`src/rtl/pmrb_pkg.sv`:
```
// Shared types and codes for the processing element register block.
// No dependencies; used by every other file in rtl/.
`default_nettype none

package pmrb_pkg;

    localparam int DATA_W     = 32;
    localparam int CFG_IDX_W  = 2;

    // bus action codes
    localparam logic [1:0] ACT_IDLE  = 2'd0;
    localparam logic [1:0] ACT_READ  = 2'd1;
    localparam logic [1:0] ACT_WRITE = 2'd2;

    // register selects
    localparam logic [4:0] SEL_MEMORY   = 5'd0;
    localparam logic [4:0] SEL_MASK     = 5'd1;
    localparam logic [4:0] SEL_STATUS   = 5'd2;
    localparam logic [4:0] SEL_SLICE    = 5'd3;
    localparam logic [4:0] SEL_NODE     = 5'd4;
    localparam logic [4:0] SEL_TICKS    = 5'd5;
    localparam logic [4:0] SEL_SEND_BSY = 5'd6;
    localparam logic [4:0] SEL_RECV_BSY = 5'd7;
    localparam logic [4:0] SEL_PERIPH   = 5'd8;
    localparam logic [4:0] SEL_PENDING  = 5'd9;
    localparam logic [4:0] SEL_SLACK    = 5'd10;
    localparam logic [4:0] SEL_HOLD     = 5'd11;
    localparam logic [4:0] SEL_END      = 5'd12;
    localparam logic [4:0] SEL_DMA_LO   = 5'd13;
    localparam logic [4:0] SEL_DMA_HI   = 5'd18;

    // configuration register indexes
    localparam logic [CFG_IDX_W-1:0] CFG_NODE_ADDRESS = 2'd0;
    localparam logic [CFG_IDX_W-1:0] CFG_SLACK_WINDOW = 2'd1;

    localparam logic [DATA_W-1:0] SLACK_WINDOW_RESET = 32'd1000000;

    // interrupt status bit positions
    localparam int ST_PENDING = 0;
    localparam int ST_SLACK   = 1;
    localparam int ST_SLICE   = 3;
    localparam int ST_NI      = 5;

    typedef struct packed {
        logic [1:0]        action;
        logic [4:0]        reg_select;
        logic [DATA_W-1:0] write_data;
        logic              ni_interrupt;
        logic              dma_send_busy;
        logic              dma_receive_busy;
        logic [DATA_W-1:0] memory_read_data;
    } in_item_t;

    typedef struct packed {
        logic [DATA_W-1:0] read_data;
        logic [7:0]        interrupt_status;
        logic              interrupt_line;
        logic [2:0]        dma_command;
        logic              end_strobe;
        logic              clock_enabled;
    } out_item_t;

    typedef struct packed {
        logic                 we;
        logic [CFG_IDX_W-1:0] index;
        logic [DATA_W-1:0]    data;
    } cfg_write_t;

endpackage

`default_nettype wire

```
`src/rtl/pe_mapped_register_block.sv`:
```
// Top level of the processing element register block.
// Depends on pmrb_pkg, pmrb_in_stage and pmrb_core.
//
// Usage:
//   in_valid/in_ready/in_data carry one request per bus tick: an idle tick,
//   a register read or a register write. Every accepted request advances
//   the tick counter by one step; unless written, the slice countdown steps
//   down to 1 and the slack timer up to the slack window.
//   out_valid/out_ready/out_data return exactly one result per request:
//   read word, interrupt status and line, DMA command, end strobe, clock
//   enable.
//   cfg_we/cfg_index/cfg_data write node address (0) and slack window (1);
//   write them only while no request is in flight.
//   A request passes the input register, then the result register.
//   Throughput: one request per cycle while out_ready is high, set by the
//   single state update between the two registers.
//   Stall: while out_ready is low the result register holds; one more
//   request may sit in the input register, then in_ready drops.
//   Reset: both registers empty, state at its reset values, clock enabled,
//   slack window 1000000.
`default_nettype none

module pe_mapped_register_block (
    input  wire logic                              clk,
    input  wire logic                              rst_n,
    input  wire logic                              in_valid,
    output logic                                   in_ready,
    input  wire pmrb_pkg::in_item_t                in_data,
    output logic                                   out_valid,
    input  wire logic                              out_ready,
    output pmrb_pkg::out_item_t                    out_data,
    input  wire logic                              cfg_we,
    input  wire logic [pmrb_pkg::CFG_IDX_W-1:0]    cfg_index,
    input  wire logic [pmrb_pkg::DATA_W-1:0]       cfg_data
);

    logic                 stage_valid;
    pmrb_pkg::in_item_t   stage_data;
    logic                 advance;
    logic                 fire;
    pmrb_pkg::out_item_t  result;
    pmrb_pkg::cfg_write_t cfg;
    logic                 out_valid_reg;
    logic                 out_valid_next;
    pmrb_pkg::out_item_t  out_data_reg;

    assign advance = !out_valid_reg || out_ready;
    assign fire    = stage_valid && advance;

    assign cfg.we    = cfg_we;
    assign cfg.index = cfg_index;
    assign cfg.data  = cfg_data;

    pmrb_in_stage u_in_stage (
        .clk         (clk),
        .rst_n       (rst_n),
        .in_valid    (in_valid),
        .in_ready    (in_ready),
        .in_data     (in_data),
        .advance     (advance),
        .stage_valid (stage_valid),
        .stage_data  (stage_data)
    );

    pmrb_core u_core (
        .clk    (clk),
        .rst_n  (rst_n),
        .cfg    (cfg),
        .fire   (fire),
        .item   (stage_data),
        .result (result)
    );

    assign out_valid_next = fire || (out_valid_reg && !out_ready);

    always_ff @(posedge clk or negedge rst_n)
    begin
        if (!rst_n)
        begin
            out_valid_reg <= 1'b0;
        end
        else
        begin
            out_valid_reg <= out_valid_next;
        end
    end

    always_ff @(posedge clk)
    begin
        if (fire)
        begin
            out_data_reg <= result;
        end
    end

    assign out_valid = out_valid_reg;
    assign out_data  = out_data_reg;

    // input side only backs up when both registers are full and stalled
    a_ready_low: assert property (@(posedge clk) disable iff (!rst_n)
        !in_ready |-> (out_valid && !out_ready))
        else $error("in_ready low without a stalled result");

    a_strobe_excl: assert property (@(posedge clk) disable iff (!rst_n)
        out_valid |-> !(out_data.end_strobe && out_data.dma_command != 3'd0))
        else $error("end strobe and dma command together");

    a_line_status: assert property (@(posedge clk) disable iff (!rst_n)
        (out_valid && out_data.interrupt_line) |-> (out_data.interrupt_status != 8'h00))
        else $error("interrupt line without status");

    a_status_rsvd: assert property (@(posedge clk) disable iff (!rst_n)
        out_valid |-> ((out_data.interrupt_status & 8'hD4) == 8'h00))
        else $error("reserved status bits set");

    a_fire_result: assert property (@(posedge clk) disable iff (!rst_n)
        fire |=> out_valid)
        else $error("request lost between stages");

endmodule

`default_nettype wire

```
`src/rtl/pmrb_in_stage.sv`:
```
// Input register stage of the register block: holds one request.
// Depends on pmrb_pkg.
`default_nettype none

module pmrb_in_stage (
    input  wire logic               clk,
    input  wire logic               rst_n,
    input  wire logic               in_valid,
    output logic                    in_ready,
    input  wire pmrb_pkg::in_item_t in_data,
    input  wire logic               advance,
    output logic                    stage_valid,
    output pmrb_pkg::in_item_t      stage_data
);

    logic               valid_reg;
    logic               valid_next;
    pmrb_pkg::in_item_t data_reg;

    assign in_ready    = !valid_reg || advance;
    assign valid_next  = (in_valid && in_ready) || (valid_reg && !advance);
    assign stage_valid = valid_reg;
    assign stage_data  = data_reg;

    always_ff @(posedge clk or negedge rst_n)
    begin
        if (!rst_n)
        begin
            valid_reg <= 1'b0;
        end
        else
        begin
            valid_reg <= valid_next;
        end
    end

    always_ff @(posedge clk)
    begin
        if (in_valid && in_ready)
        begin
            data_reg <= in_data;
        end
    end

endmodule

`default_nettype wire

```
`src/rtl/pmrb_core.sv`:
```
// Register file, counters and read mux of the register block.
// Depends on pmrb_pkg. Result is combinational from the staged request.
`default_nettype none

module pmrb_core (
    input  wire logic                 clk,
    input  wire logic                 rst_n,
    input  wire pmrb_pkg::cfg_write_t cfg,
    input  wire logic                 fire,
    input  wire pmrb_pkg::in_item_t   item,
    output pmrb_pkg::out_item_t       result
);

    localparam int W = pmrb_pkg::DATA_W;

    logic [15:0]  node_address_reg;
    logic [W-1:0] slack_window_reg;
    logic [7:0]   int_mask_reg,    int_mask_next;
    logic [W-1:0] slice_count_reg, slice_count_next;
    logic [W-1:0] tick_count_reg,  tick_count_next;
    logic         pending_reg,     pending_next;
    logic [W-1:0] slack_count_reg, slack_count_next;
    logic [W-1:0] periph_reg,      periph_next;
    logic         clock_on_reg,    clock_on_next;

    logic         wr;
    logic [7:0]   status;
    logic [W-1:0] rd;
    logic [4:0]   cmd_diff;
    logic         slice_one;
    logic         wake;

    always_comb
    begin
        wr        = (item.action == pmrb_pkg::ACT_WRITE);
        slice_one = (slice_count_reg == W'(1));

        status = 8'h00;
        status[pmrb_pkg::ST_NI]      = item.ni_interrupt;
        status[pmrb_pkg::ST_SLICE]   = slice_one;
        status[pmrb_pkg::ST_SLACK]   = !item.dma_send_busy
                                       && (slack_count_reg == slack_window_reg);
        status[pmrb_pkg::ST_PENDING] = !item.dma_send_busy && pending_reg;

        unique case (item.reg_select)
            pmrb_pkg::SEL_MASK:     rd = {{(W-8){1'b0}}, int_mask_reg};
            pmrb_pkg::SEL_STATUS:   rd = {{(W-8){1'b0}}, status};
            pmrb_pkg::SEL_SLICE:    rd = slice_count_reg;
            pmrb_pkg::SEL_NODE:     rd = {{(W-16){1'b0}}, node_address_reg};
            pmrb_pkg::SEL_TICKS:    rd = tick_count_reg;
            pmrb_pkg::SEL_SEND_BSY: rd = {{(W-1){1'b0}}, item.dma_send_busy};
            pmrb_pkg::SEL_RECV_BSY: rd = {{(W-1){1'b0}}, item.dma_receive_busy};
            pmrb_pkg::SEL_PERIPH:   rd = periph_reg;
            default:                rd = item.memory_read_data;
        endcase

        cmd_diff = item.reg_select - pmrb_pkg::SEL_END;

        // hold decision works on the state before this tick
        wake = item.ni_interrupt || slice_one || status[pmrb_pkg::ST_SLACK];
        if (wr && item.reg_select == pmrb_pkg::SEL_HOLD)
            clock_on_next = 1'b0;
        else if (wake)
            clock_on_next = 1'b1;
        else
            clock_on_next = clock_on_reg;

        int_mask_next = (wr && item.reg_select == pmrb_pkg::SEL_MASK)
                        ? item.write_data[7:0] : int_mask_reg;

        if (wr && item.reg_select == pmrb_pkg::SEL_SLICE)
            slice_count_next = item.write_data;
        else if (slice_count_reg > W'(1))
            slice_count_next = slice_count_reg - W'(1);
        else
            slice_count_next = slice_count_reg;

        pending_next = (wr && item.reg_select == pmrb_pkg::SEL_PENDING)
                       ? (item.write_data != '0) : pending_reg;

        if (wr && item.reg_select == pmrb_pkg::SEL_SLACK)
            slack_count_next = item.write_data;
        else if (slack_count_reg < slack_window_reg)
            slack_count_next = slack_count_reg + W'(1);
        else
            slack_count_next = slack_count_reg;

        periph_next = (wr && item.reg_select == pmrb_pkg::SEL_PERIPH)
                      ? item.write_data : periph_reg;

        tick_count_next = tick_count_reg + W'(1);

        result.read_data        = rd;
        result.interrupt_status = status;
        result.interrupt_line   = |(status & int_mask_reg);
        result.dma_command      = (wr && item.reg_select >= pmrb_pkg::SEL_DMA_LO
                                   && item.reg_select <= pmrb_pkg::SEL_DMA_HI)
                                  ? cmd_diff[2:0] : 3'd0;
        result.end_strobe       = wr && (item.reg_select == pmrb_pkg::SEL_END);
        result.clock_enabled    = clock_on_next;
    end

    always_ff @(posedge clk or negedge rst_n)
    begin
        if (!rst_n)
        begin
            node_address_reg <= '0;
            slack_window_reg <= pmrb_pkg::SLACK_WINDOW_RESET;
        end
        else if (cfg.we)
        begin
            unique case (cfg.index)
                pmrb_pkg::CFG_NODE_ADDRESS: node_address_reg <= cfg.data[15:0];
                pmrb_pkg::CFG_SLACK_WINDOW: slack_window_reg <= cfg.data;
                default: ;
            endcase
        end
    end

    always_ff @(posedge clk or negedge rst_n)
    begin
        if (!rst_n)
        begin
            int_mask_reg    <= '0;
            slice_count_reg <= '0;
            tick_count_reg  <= '0;
            pending_reg     <= 1'b0;
            slack_count_reg <= '0;
            periph_reg      <= '0;
            clock_on_reg    <= 1'b1;
        end
        else if (fire)
        begin
            int_mask_reg    <= int_mask_next;
            slice_count_reg <= slice_count_next;
            tick_count_reg  <= tick_count_next;
            pending_reg     <= pending_next;
            slack_count_reg <= slack_count_next;
            periph_reg      <= periph_next;
            clock_on_reg    <= clock_on_next;
        end
    end

endmodule

`default_nettype wire
```
`config.mk`:
```
export PLATFORM = sky130hd
export DESIGN_NAME = pe_mapped_register_block
export DESIGN_NICKNAME = d
export VERILOG_FILES = /design/src/rtl/pmrb_pkg.sv /design/src/rtl/pe_mapped_register_block.sv /design/src/rtl/pmrb_in_stage.sv /design/src/rtl/pmrb_core.sv
export SDC_FILE = /design/constraint.sdc
export NUM_CORES = 1
export LEC_CHECK = 0
export BUFFER_PORTS_ARGS = -buffer_cell sky130_fd_sc_hd__buf_2
export CAP_MARGIN = 20
export CORE_MARGIN = 1
export CORE_UTILIZATION = 40
export DETAILED_ROUTE_END_ITERATION = 8
export GPL_TIMING_DRIVEN = 0
export PLACE_DENSITY = 0.63
export SYNTH_ARGS = -nofsm -noshare
export SYNTH_HDL_FRONTEND = slang
export SYNTH_SLANG_ARGS = --single-unit
```
`constraint.sdc`:
```
create_clock -name clk -period 3.47 [get_ports clk]
set_input_delay 0.1735 -clock clk [delete_from_list [all_inputs] [get_ports clk]]
set_output_delay 0.1735 -clock clk [all_outputs]
set_load 0.01 [all_outputs]
```
; ---- Word-level counts from Yosys, hierarchy flattened
; Cells that the tools add are included.
[totals]
output_inout_bits = 48
in_bits = 113
ff_bits = 304
wordCells = 94
[classes]
order_cmp = 4
n_eq_ne = 16
muxes = 7
add_sub_neg = 4
n_bitwise = 1
reduce_logical = 38
[ops]
columns = operator, n
row1 = $pmux W32 S8, 1
row2 = $mux W32, 4
row3 = $add A32 B1 Y32 const B, 2
row4 = $eq A32 B1 Y1 const B, 1
row5 = $eq A32 B32 Y1, 1
row6 = $gt A32 B1 Y1 const B, 1
row7 = $lt A32 B32 Y1, 1
row8 = $reduce_bool A32 Y1, 1
row9 = $sub A32 B1 Y32 const B, 1
row10 = $eq A5 B4 Y1 const B, 5
row11 = $eq A5 B3 Y1 const B, 4
row12 = $logic_and A1 B1 Y1, 15
row13 = $reduce_and A2 Y1, 7
row14 = $eq A5 B2 Y1 const B, 2
row15 = $and A6 B8 Y8, 1
row16 = $reduce_or A8 Y1, 1
row17 = $logic_or A1 B1 Y1, 6
row18 = $eq A5 B1 Y1 const B, 1
row19 = $ge A5 B4 Y1 const B, 1
row20 = $le A5 B5 Y1 const B, 1
row21 = $logic_not A1 Y1, 5
row22 = $reduce_bool A2 Y1, 2
row23 = $sub A3 B3 Y3 const B, 1
row24 = $eq A2 B1 Y1 const B, 1
row25 = 3 further kinds, 4

; ---- Depth between registers and ports, before layout
[logic_depth]
depth_word = 5
depth_mapped = 11
mapped_depth_nobuf = 9

; ---- Modules after synthesis
; From an unflattened synthesis, not the netlist that was laid out.
[unflattened]
hier_cells = 1274
area_unflattened_um2 = 14532.7
[modules_own_cells]
columns = mod, cells_each, instances, seq_area_each_um2, area_per_inst_um2
row1 = pmrb_core, 1146, 1, 4664.5, 10821.6
row2 = pmrb_in_stage, 78, 1, 2247.2, 2275.9
row3 = pe_mapped_register_block, 50, 1, 1406.3, 1435.1

; ---- Worst setup path before layout
; No wires, ideal clock.
[synth_timing]
kind = reg2reg
start = register u_core.slice_count_reg[21]
end = register u_core.slice_count_reg[6]
stages_incl_launch_ff = 12
slack_ps = 358
arrival_time_ps = 2904
setup_ps = 208
cell_sequence = dfrtp_1 or4_1 buf_2 or4_4 or4_1 buf_2 or2_1 buf_6 buf_6 a21o_1 a21oi_1 a21oi_1
[synth_via]
elab_chain_cells = 3
[synth_rtl]
columns = element, line_no
row1 = from (decl), pmrb_core.sv:19  ; logic [W-1:0] slice_count_reg, slice_count_next;
row2 = from (signal assigned), pmrb_core.sv:135  ; slice_count_reg <= slice_count_next;
row3 = $gt A32 B1 Y1, pmrb_core.sv:73  ; else if (slice_count_reg > W'(1))
row4 = $reduce_bool A2 Y1 (no source line), n/a
row5 = $reduce_and A2 Y1 (no source line), n/a
; Every way passes these cells.
; A chain may end at the register's enable or synchronous reset.

; ---- Worst setup path after layout
[layout_timing]
start = register u_core.slice_count_reg[27]
end = register u_core.slice_count_reg[28]
[layout_via]
elab_chain_cells = 3
[layout_rtl]
columns = element, line_no
row1 = $sub A32 B1 Y32 / $gt A32 B1 Y1 (equally long branches), "pmrb_core.sv:74, pmrb_core.sv:73"
row2 = $mux W32 / $reduce_bool A2 Y1 (equally long branches), n/a
row3 = $mux W32 / $reduce_and A2 Y1 (equally long branches), n/a
; Parallel ways exist; a longest one is shown, timed or not. The select of a mux whose other input is x is not followed.

==> flow_summary.yaml <==
logic_synthesis:
  synth_ff_type: "dfrtp_1"
  synth_cell_types: 71
  synth_area_um2: 14200
  yosysSeqAreaShare: 0.576
  yosysMostFrequentCell: "dfrtp_1"
  synth_edf_count: 116
  yosys_warnings: 0
  avgSynthCellArea_um2: 11.4
  ys_ff_latch: 304
  synth_area_leaders: "dfrtp_1 32%, edfxtp_1 24%, mux2_2 7.1%, nand2_1 3.4%, ha_1 3.2%"
  synth_cells: 1251
  synth_top_cell_area_share: 0.316
  synth_common_cells: "180 x dfrtp_1, 130 x nand2_1, 116 x edfxtp_1"
  yosys.area.top_type: "dfrtp_1"
  async_reset_ff_frac: 0.618
die:
  start_util: 0.409
  fp.dieH_um: 191
  die_w_um: 191
  pin_count: 161
  core_area_um2: 34800
  row_count: 68
  dieArea_um2: 36400
sta:
  finalHoldViolCount: 0
  finClkSkew_ps: 19.0
  fmax_ghz: 0.299
  relSlewSlack: 0.333
  layout_min_cycle_time_ps: 3350
  worst_pin_slew_ps: 993
  rsz0062_at_grt: "no"
  drv_slew: 0
  finalCritPeriodShare: 0.965
  setup_violations: 0
worst_setup_path:
  r2r_end: "u_core.slice_count_reg[28]$_DFFE_PN0P_"
  worstSetupPathType: "reg -> reg"
  crit_arrival_ps: 3740
  endpoint_kind: "register"
  r2r_cells: 9
  r2r-start: "u_core.slice_count_reg[27]$_DFFE_PN0P_"
  path_max_fanout: 9
  required_ps: 3860
  crit_path_start_kind: "register"
  r2r_slack_ps: 120
min_path:
  hold_path.startpoint: "cfg_data[12]"
  whs_endpoint: "u_core.slack_window_reg[12]$_DFFE_PN0P_"
  whs_path_depth: 2
  hp-class: "in -> reg"
run:
  cap_viol_max_count: 0
clock_network:
  cts_sinks: 304
  cts.htree.levels: 2
  cts-root-buf: "clkbuf_16"
  clock_latency_ps: 520
  clk_pin_slew_ps: 60
  max-clock-path-buffers: 3
  post_cts_buffers: 0
  tritoncts: "yes"
  cts_buffers: 35
power_and_ir_drop:
  ir_drop_v: 0.000359
  total_power_uw: 10200
  leakagePower_uw: 0.00756
  power.density_nw_per_um2: 568
final_layout:
  largest_reg_flops: 74
  diodes: 0
  drive_gt1_frac: 0.215
  area_growth_pct: 26.3
  design_area_um2: 18000
  nNetsFinal: 1707
routing:
  drc_errors: 0
  drtIter0Drc: 1062
  vias_per_cell: 5.74
  ant_nets: 0
  wire_per_inst_um: 21.9
  drt-total-wl_um: 44600
  num_vias: 11700
  dr.pass1.iters: 5
global_routing:
  grt_usage: 0.248
  grt_pass1_vias: 11400
  grt_pass1_wl_um: 67600
  grt_max_degree: 115
  overflow: 0
  antenna_found_initial: 0
placed_design:
  place.gp.congestion: 0.939
  dp_hpwl_um: 31300
  dpl-instance-area_um2: 15700
  port-buffer-count: 156
status:
  status: "complete, no violations"
## power breakdown
part | internal (uW) | switching [uW]
Sequential | 4250 | 542
Combinational | 728 | 852
Clock | 2350 | 1490
## metrics by stage
step                      cells  TNS, ps   util  setup WS (ps)  hold WS (ps)
final                      2039        0  0.517            121          13.8
after global routing       2039        0  0.517           16.7          1.60
after CTS                  2037        0  0.516           58.3          7.78
after detailed placement   1868    -1970  0.451           -316           324
after global placement     1865  -249860  0.448          -1050           351
after floorplan            1254        0      -            358          -122
## worst max-delay path: stages (launching register included)
cell	delay, ps
dfrtp_1	360
clkbuf_1	200
or4_1	480
or4_1	540
or4_1	510
buf_2	180
o21ai_1	490
or4_1	190
o21ai_0	70
a22o_1	200
## worst max-delay path by stage
| stage | start | endpoint | slack (ps) |
|---|---|---|---|
| 2_1_floorplan | u_core.slice_count_reg[21]$_DFFE_PN0P_ | u_core.slice_count_reg[6]$_DFFE_PN0P_ | 360 |
| 3_3_place_gp | rst_n | u_core.tick_count_reg[22]$_DFFE_PN0P_ | -1050 |
| 3_5_place_dp | u_core.slack_window_reg[14]$_DFFE_PN1P_ | u_core.slack_count_reg[29]$_DFFE_PN0P_ | -320 |
| 4_1_cts | u_core.slack_window_reg[14]$_DFFE_PN1P_ | u_core.slack_count_reg[3]$_DFFE_PN0P_ | 60 |
| 5_1_grt | u_core.slack_window_reg[14]$_DFFE_PN1P_ | u_core.slack_count_reg[31]$_DFFE_PN0P_ | 20 |
| 6_report | u_core.slice_count_reg[27]$_DFFE_PN0P_ | u_core.slice_count_reg[28]$_DFFE_PN0P_ | 120 |
## per-layer routing
| metal | global-route usage | vias up | wire length [um] |
|---|---|---|---|
| met5 | 0 | - | 0 |
| met4 | 0.101 | 0 | 1800 |
| met3 | 0.0530 | 93 | 3760 |
| met2 | 0.364 | 552 | 19000 |
| met1 | 0.353 | 5739 | 20000 |
| li1 | - | 5322 | - |
## cells in the final DEF, fill, tap and decap left out, types with 5 or more instances in the layout
cell type / n
mux2_2: 90
buf_1: 9
nor3_1: 32
inv_1: 42
nand4_1: 26
dfrtp_1: 180
nor2b_1: 10
a221o_1: 5
o211ai_1: 8
nor2_1: 57
a222oi_1: 23
o311ai_0: 7
and2_1: 7
nor4_1: 28
nand3_1: 56
ha_1: 36
nand2_1: 130
xor2_1: 10
a31oi_1: 8
o21ai_0: 48
a21oi_1: 71
o22ai_1: 13
xnor2_1: 22
clkbuf_16: 38
edfxtp_1: 116
clkbuf_1: 52
a22oi_1: 33
dfstp_2: 8
a2bb2oi_1: 7
nand2b_1: 11
or3_1: 8
clkbuf_2: 5
and3_1: 18
buf_2: 158
or4_1: 7
dlygate4sd3_1: 107
## final cells by class
type / count / area, um2
Sequential cell: 304 / 8200
Fill cell: 3120 / 16800
Multi-Input combinational cell: 840 / 5630
Timing Repair Buffer: 267 / 1930
Clock buffer: 47 / 1000
Buffer: 67 / 290
Tap cell: 455 / 569
Inverter: 43 / 161
Clock inverter: 16 / 198
## kinds of logic (layout without fill, tap and decap cells)
kind of cell	Yosys count	count (layout)	share of synthesized area
adder cells (fa/ha/maj)	36	36	0.0316
AND/OR/NAND/NOR	414	414	0.144
AO/OA/AOI/OAI	263	263	0.125
multiplexers	91	91	0.0719
flip-flops	304	304	0.576
other	1	4	0.000263
buffers and inverters	110	440	0.0313
XOR/XNOR	32	32	0.0197
## what timing repair did
action | CTS | global route
hold buffers | 106 | 1
resized for setup | 3 | 10
endpoints found under the setup margin | 18 | 25
endpoints found under the hold margin | 223 | 1
cloned | 0 | 0
pin swaps | 0 | 0
(Power assumes the default switching activity.)
